## config.mk

```make
export PLATFORM = sky130hd
export DESIGN_NAME = lwts_div_cell
export DESIGN_NICKNAME = d
export VERILOG_FILES = /design/src/hw/rtl/lwts_pkg.sv /design/src/hw/rtl/lwts_div_cell.sv
export SDC_FILE = /design/constraint.sdc
export NUM_CORES = 1
export LEC_CHECK = 0
export BUFFER_PORTS_ARGS = -buffer_cell sky130_fd_sc_hd__buf_4
export CORE_ASPECT_RATIO = 1.2
export CORE_MARGIN = 2
export CORE_UTILIZATION = 45
export DETAILED_ROUTE_END_ITERATION = 6
export GPL_TIMING_DRIVEN = 0
export HOLD_SLACK_MARGIN = 0.12
export PLACE_DENSITY = 0.72
export SYNTH_ARGS = -nofsm -noshare
export SYNTH_HDL_FRONTEND = slang
export SYNTH_SLANG_ARGS = --single-unit
```

## constraint.sdc

```tcl
create_clock -name clk -period 5.97 [get_ports clk]
set_input_delay 0.2985 -clock clk [delete_from_list [all_inputs] [get_ports clk]]
set_output_delay 0.2985 -clock clk [all_outputs]
set_load 0.01 [all_outputs]
```

## src/hw/rtl/lwts_pkg.sv

```systemverilog
// shared constants, shape codes and types of the lfo wave table sample block
`default_nettype none
package lwts_pkg;

  localparam int DEF_MAX_COUNT = 1024;
  localparam int DEF_MAX_LEVEL = 4095;

  localparam int IDX_W      = 10;
  localparam int CNT_W      = 11;
  localparam int SHAPE_W    = 3;
  localparam int LEVEL_W    = 16;
  localparam int CFG_IDX_W  = 1;
  localparam int CFG_DATA_W = 11;

  localparam logic [CFG_IDX_W-1:0] REG_WAVE_SHAPE   = 1'd0;
  localparam logic [CFG_IDX_W-1:0] REG_SAMPLE_COUNT = 1'd1;

  localparam logic [SHAPE_W-1:0] SH_SINE      = 3'd0;
  localparam logic [SHAPE_W-1:0] SH_TRIANGLE  = 3'd1;
  localparam logic [SHAPE_W-1:0] SH_RAMP_UP   = 3'd2;
  localparam logic [SHAPE_W-1:0] SH_RAMP_DN   = 3'd3;
  localparam logic [SHAPE_W-1:0] SH_TRAPEZOID = 3'd4;
  localparam logic [SHAPE_W-1:0] SH_SMOOTH_UP = 3'd5;
  localparam logic [SHAPE_W-1:0] SH_SMOOTH_DN = 3'd6;
  localparam logic [SHAPE_W-1:0] SH_POWER     = 3'd7;

  // how the quotient turns into the final level
  typedef struct packed {
    logic err;   // index past last, level 0
    logic flat;  // trapezoid plateau, level at maximum
    logic inv;   // level is maximum minus quotient
  } lwts_flags_t;

endpackage
`default_nettype wire

```

## src/hw/rtl/lwts_div_cell.sv

```systemverilog
// one restoring division cell: settles one quotient bit and passes the rest on
`default_nettype none
module lwts_div_cell import lwts_pkg::*; #(
  parameter int MAX_COUNT = DEF_MAX_COUNT,
  parameter int MAX_LEVEL = DEF_MAX_LEVEL,
  parameter int STEP      = 0
) (
  input  wire logic  clk,
  input  wire logic  rst_n,
  input  wire logic  up_valid,
  output logic       up_ready,
  input  wire logic [5*$clog2(MAX_COUNT)+8+$clog2(MAX_LEVEL+1)-1:0] up_rem,
  input  wire logic [5*$clog2(MAX_COUNT)+8-1:0]                     up_div,
  input  wire logic [$clog2(MAX_LEVEL+1)-1:0]                       up_quo,
  input  wire lwts_flags_t up_flags,
  input  wire logic  dn_ready,
  output logic       dn_valid,
  output logic [5*$clog2(MAX_COUNT)+8+$clog2(MAX_LEVEL+1)-1:0] dn_rem,
  output logic [5*$clog2(MAX_COUNT)+8-1:0]                     dn_div,
  output logic [$clog2(MAX_LEVEL+1)-1:0]                       dn_quo,
  output lwts_flags_t dn_flags
);

  localparam int LW = $clog2(MAX_COUNT);
  localparam int MW = $clog2(MAX_LEVEL + 1);
  localparam int W  = 5*LW + 8;
  localparam int PW = W + MW;

  logic          valid_r;
  logic          en;
  logic [PW-1:0] dsh, rem_nxt, rem_r;
  logic          ge;
  logic [MW-1:0] quo_nxt, quo_r;
  logic [W-1:0]  div_r;
  lwts_flags_t   flags_r;

  assign en       = !valid_r || dn_ready;
  assign up_ready = en;

  always_comb begin
    dsh     = PW'(up_div) << STEP;
    ge      = up_rem >= dsh;
    rem_nxt = ge ? (up_rem - dsh) : up_rem;
    quo_nxt = MW'({up_quo, ge});
  end

  always_ff @(posedge clk) begin
    if (!rst_n) begin
      valid_r <= 1'b0;
    end else if (en) begin
      valid_r <= up_valid;
    end
  end

  always_ff @(posedge clk) begin
    if (en) begin
      rem_r   <= rem_nxt;
      div_r   <= up_div;
      quo_r   <= quo_nxt;
      flags_r <= up_flags;
    end
  end

  assign dn_valid = valid_r;
  assign dn_rem   = rem_r;
  assign dn_div   = div_r;
  assign dn_quo   = quo_r;
  assign dn_flags = flags_r;

endmodule
`default_nettype wire
```

==> summary.txt <==
Placed cell count = 1485
Sequential share of power = 0.391
Crit path time final = 3.78 ns
Share of layout cells above drive strength 1 = 0.280
H-tree Lvls = 4
Dominant synthesized flop cell = edfxtp_1
Skew-Pair Late Insertion Delay = 0.43 ns
Initial antenna violation count = 0
Drt first pass iters = 5
Final hold violations = 0
Hold Path Depth = 3
Warning count from the yosys run = 0
Site Rows = 57
Total non-filler cell area in the finished layout = 0.0131 mm2
Count of flip-flops with a built-in enable after synthesis = 143
Dpl cell area = 0.0118 mm2
Syn nets = 1135
Max Fanout on Critical Path = 10
Maximum resistive drop on vdd = 178 uV
Cell depth of the worst flop-to-flop path = 2
Clock Power Share = 0.324
Result of the run = completed
Worst-margin pin slew = 0.808 ns
Clk sink count = 144
Number of buffers created by CTS = 17
Routed via count = 8518
Final setup fails = 0
Internal portion of total power = 2.36 mW
Most area-hungry cell type in the Yosys netlist = edfxtp_1
Worst setup slack before clock tree synthesis = 2.26 ns
Relative max-transition margin = 0.456
Final-layout worst hold slack = 0.128 ns
Area share of the largest cell type after synthesis = 0.466
Global placer's final weighted congestion = 0.893
Num ports = 292
Setup TNS after final layout = 0 ns
Proportion of power drawn by combinational gates = 0.285
Most frequent cells after synthesis = 143 x edfxtp_1, 125 x a21oi_1, 87 x nor2_1
Layout area overhead = 42.0%
DRC violations left = 0
Fillcell total = 1609
Fraction of the yosys area taken by sequential cells = 0.469
Initial standard-cell utilization of the core = 0.456
TritonCTS clock tree = built
Half-perimeter wire length of the detailed placement result = 20900 um
Fin nets = 1517
Vias in the first global route = 8504
Async set-reset flop share out of synthesis = 0
Cell at the root of the clock tree = clkbuf_16
Mean Syn Cell Area = 9.91 um2
Synthesized flop and latch total = 144
Count leader, synth = edfxtp_1
Total of buffers placed on input and output ports = 289
Maximum number of pins on one net before global-route repair = 69
Leak = 5.66 nW
Crit end category = flop
Post-layout instance count excluding filler cells = 1590
Routed wirelength normalized by instance count = 17.4 um
Arrival time of the worst setup path = 3.95 ns
Net switching power figure = 0.996 mW
Achievable frequency = 0.265 GHz
Detailed-route wire length = 27600 um
Type of the worst min-delay path = input pin to flop
Gate Count Post-Synth = 929
Cell area after synthesis = 0.00921 mm2
Routed vias/inst = 5.36
Worst Setup Path Type = input pin to flop
Grt total ovfl = 0
Setup crit start kind = input pin
PnR Total Power = 3.35 mW
Synth cell types = 73
Core box area = 0.0202 mm2
Number of max-slew violations in the final report = 0
Iteration-0 DRC count of the detailed router = 557
Number of max-capacitance violations reported = 0
First-pass GRT wire length = 43000 um
Unrepaired setup endpoints after global routing = false
Crit share post-route = 0.633
Register clock-pin slew on the reported worst setup and hold paths = 0.07 ns
Utilization after layout = 0.648
Pwr dens = 256 mW/mm2
Sw Ratio = 0.297
Total track usage = 0.253
CTS Buffer Depth = 2
Detail Route Antenna Nets = 0
Setup ws final = 2.19 ns
Floorplan die height = 161 um
Die span in x = 135 um
Die Outline Area = 0.0216 mm2
Main area contributors after synthesis = edfxtp_1 47%, ha_1 7.9%, a21oi_1 6.8%, xnor2_1 4.1%, nor2_1 3.5%
Clock Skews = 0.00849 ns
WP data required = 6.14 ns
[layout by cell type, fill, tap and decap left out, types with 7 or more instances in the layout]
master / Yosys / routed
a31oi_1: 8 / 8
buf_4: 0 / 289
o21bai_1: 13 / 13
nor3_1: 8 / 8
xor2_1: 22 / 22
nand3_1: 17 / 17
mux2_2: 11 / 11
buf_2: 10 / 10
o21ai_0: 46 / 46
dlygate4sd3_1: 0 / 72
inv_6: 1 / 7
a21o_1: 8 / 8
clkbuf_16: 0 / 17
edfxtp_1: 143 / 143
ha_1: 58 / 58
clkbuf_1: 25 / 26
inv_1: 78 / 78
a21oi_1: 125 / 125
nand2_1: 80 / 80
nor2_1: 87 / 87
xnor2_1: 43 / 43
o21a_1: 9 / 9
nand4_1: 21 / 21
[kinds of logic (layout without fill, tap and decap cells)]
| group | count (synthesis) | after routing | share of synthesized area |
|---|---|---|---|
| mux | 16 | 16 | 0.0200 |
| xor+xnor | 65 | 65 | 0.0618 |
| other cells | 0 | 1 | 0 |
| compound gates | 267 | 267 | 0.184 |
| flops | 144 | 144 | 0.469 |
| fa+ha+maj | 59 | 59 | 0.0810 |
| buf+inv | 115 | 510 | 0.0496 |
| simple gates | 263 | 263 | 0.135 |
[critical path, stage by stage]
cell and delay [ns]:
dlygate4sd3_1 0.53, buf_4 0.13, ha_1 0.18, inv_1 0.06
fa_1 0.41, a21oi_1 0.24, o211ai_1 0.18, a221oi_2 0.41
o211ai_2 0.20, a41oi_1 0.38, o21a_4 0.28, inv_6 0.09
buf_2 0.25, mux2_2 0.32
[routing by layer]
layer	global-route usage	vias to the layer above	share of wire
met2	0.439	345	0.50
met4	0.102	0	0.036
met1	0.310	3948	0.41
met3	0.0445	71	0.059
li1	-	4154	-
met5	0	-	0
[area by class of cell]
type,instances,area [um2],share of cell area
Timing Repair Buffer,363,2950,0.225
Clock buffer,18,429,0.0328
Multi-Input combinational cell,670,4440,0.340
Tap cell,265,332,0.0254
Clock inverter,14,153,0.0117
Buffer,36,155,0.0119
Sequential cell,144,4310,0.330
Inverter,79,302,0.0231
Antenna cell,1,2.50,0.000191
[what timing repair did]
| action | 4_1_cts | 5_1_grt |
|---|---|---|
| hold buffers | 72 | 0 |
| resized for setup | 0 | 0 |
| buffers inserted | 0 | 0 |
| hold endpoints to repair | 72 | 0 |
[state kept, by name, summed over array words and instances (netlist names)]
name / flops
dn_flags: 3
dn_valid: 1
dn_rem: 70
dn_quo: 12
dn_div: 58
[power by group through the flow]
stage | clock (mW) | sequential, mW | combinational [mW]
3_5_place_dp | 0 | 1.33 | 0.907
5_1_grt | 1.13 | 1.32 | 1.04
4_1_cts | 1.10 | 1.31 | 0.953
2_1_floorplan | 0 | 1.41 | 0.425
6_report | 1.09 | 1.31 | 0.955
3_3_place_gp | 0 | 1.34 | 0.898
[final timing paths]
| check | startpoint | endpoint | slack (ns) |
|---|---|---|---|
| min | up_valid | dn_valid | 0.13 |
| min reg2reg | dn_valid | dn_rem[23] | 0.78 |
| max reg2reg | dn_valid | dn_rem[50] | 4.65 |
| max | up_div[0] | dn_rem[56] | 2.19 |
(Power assumes the default switching activity.)
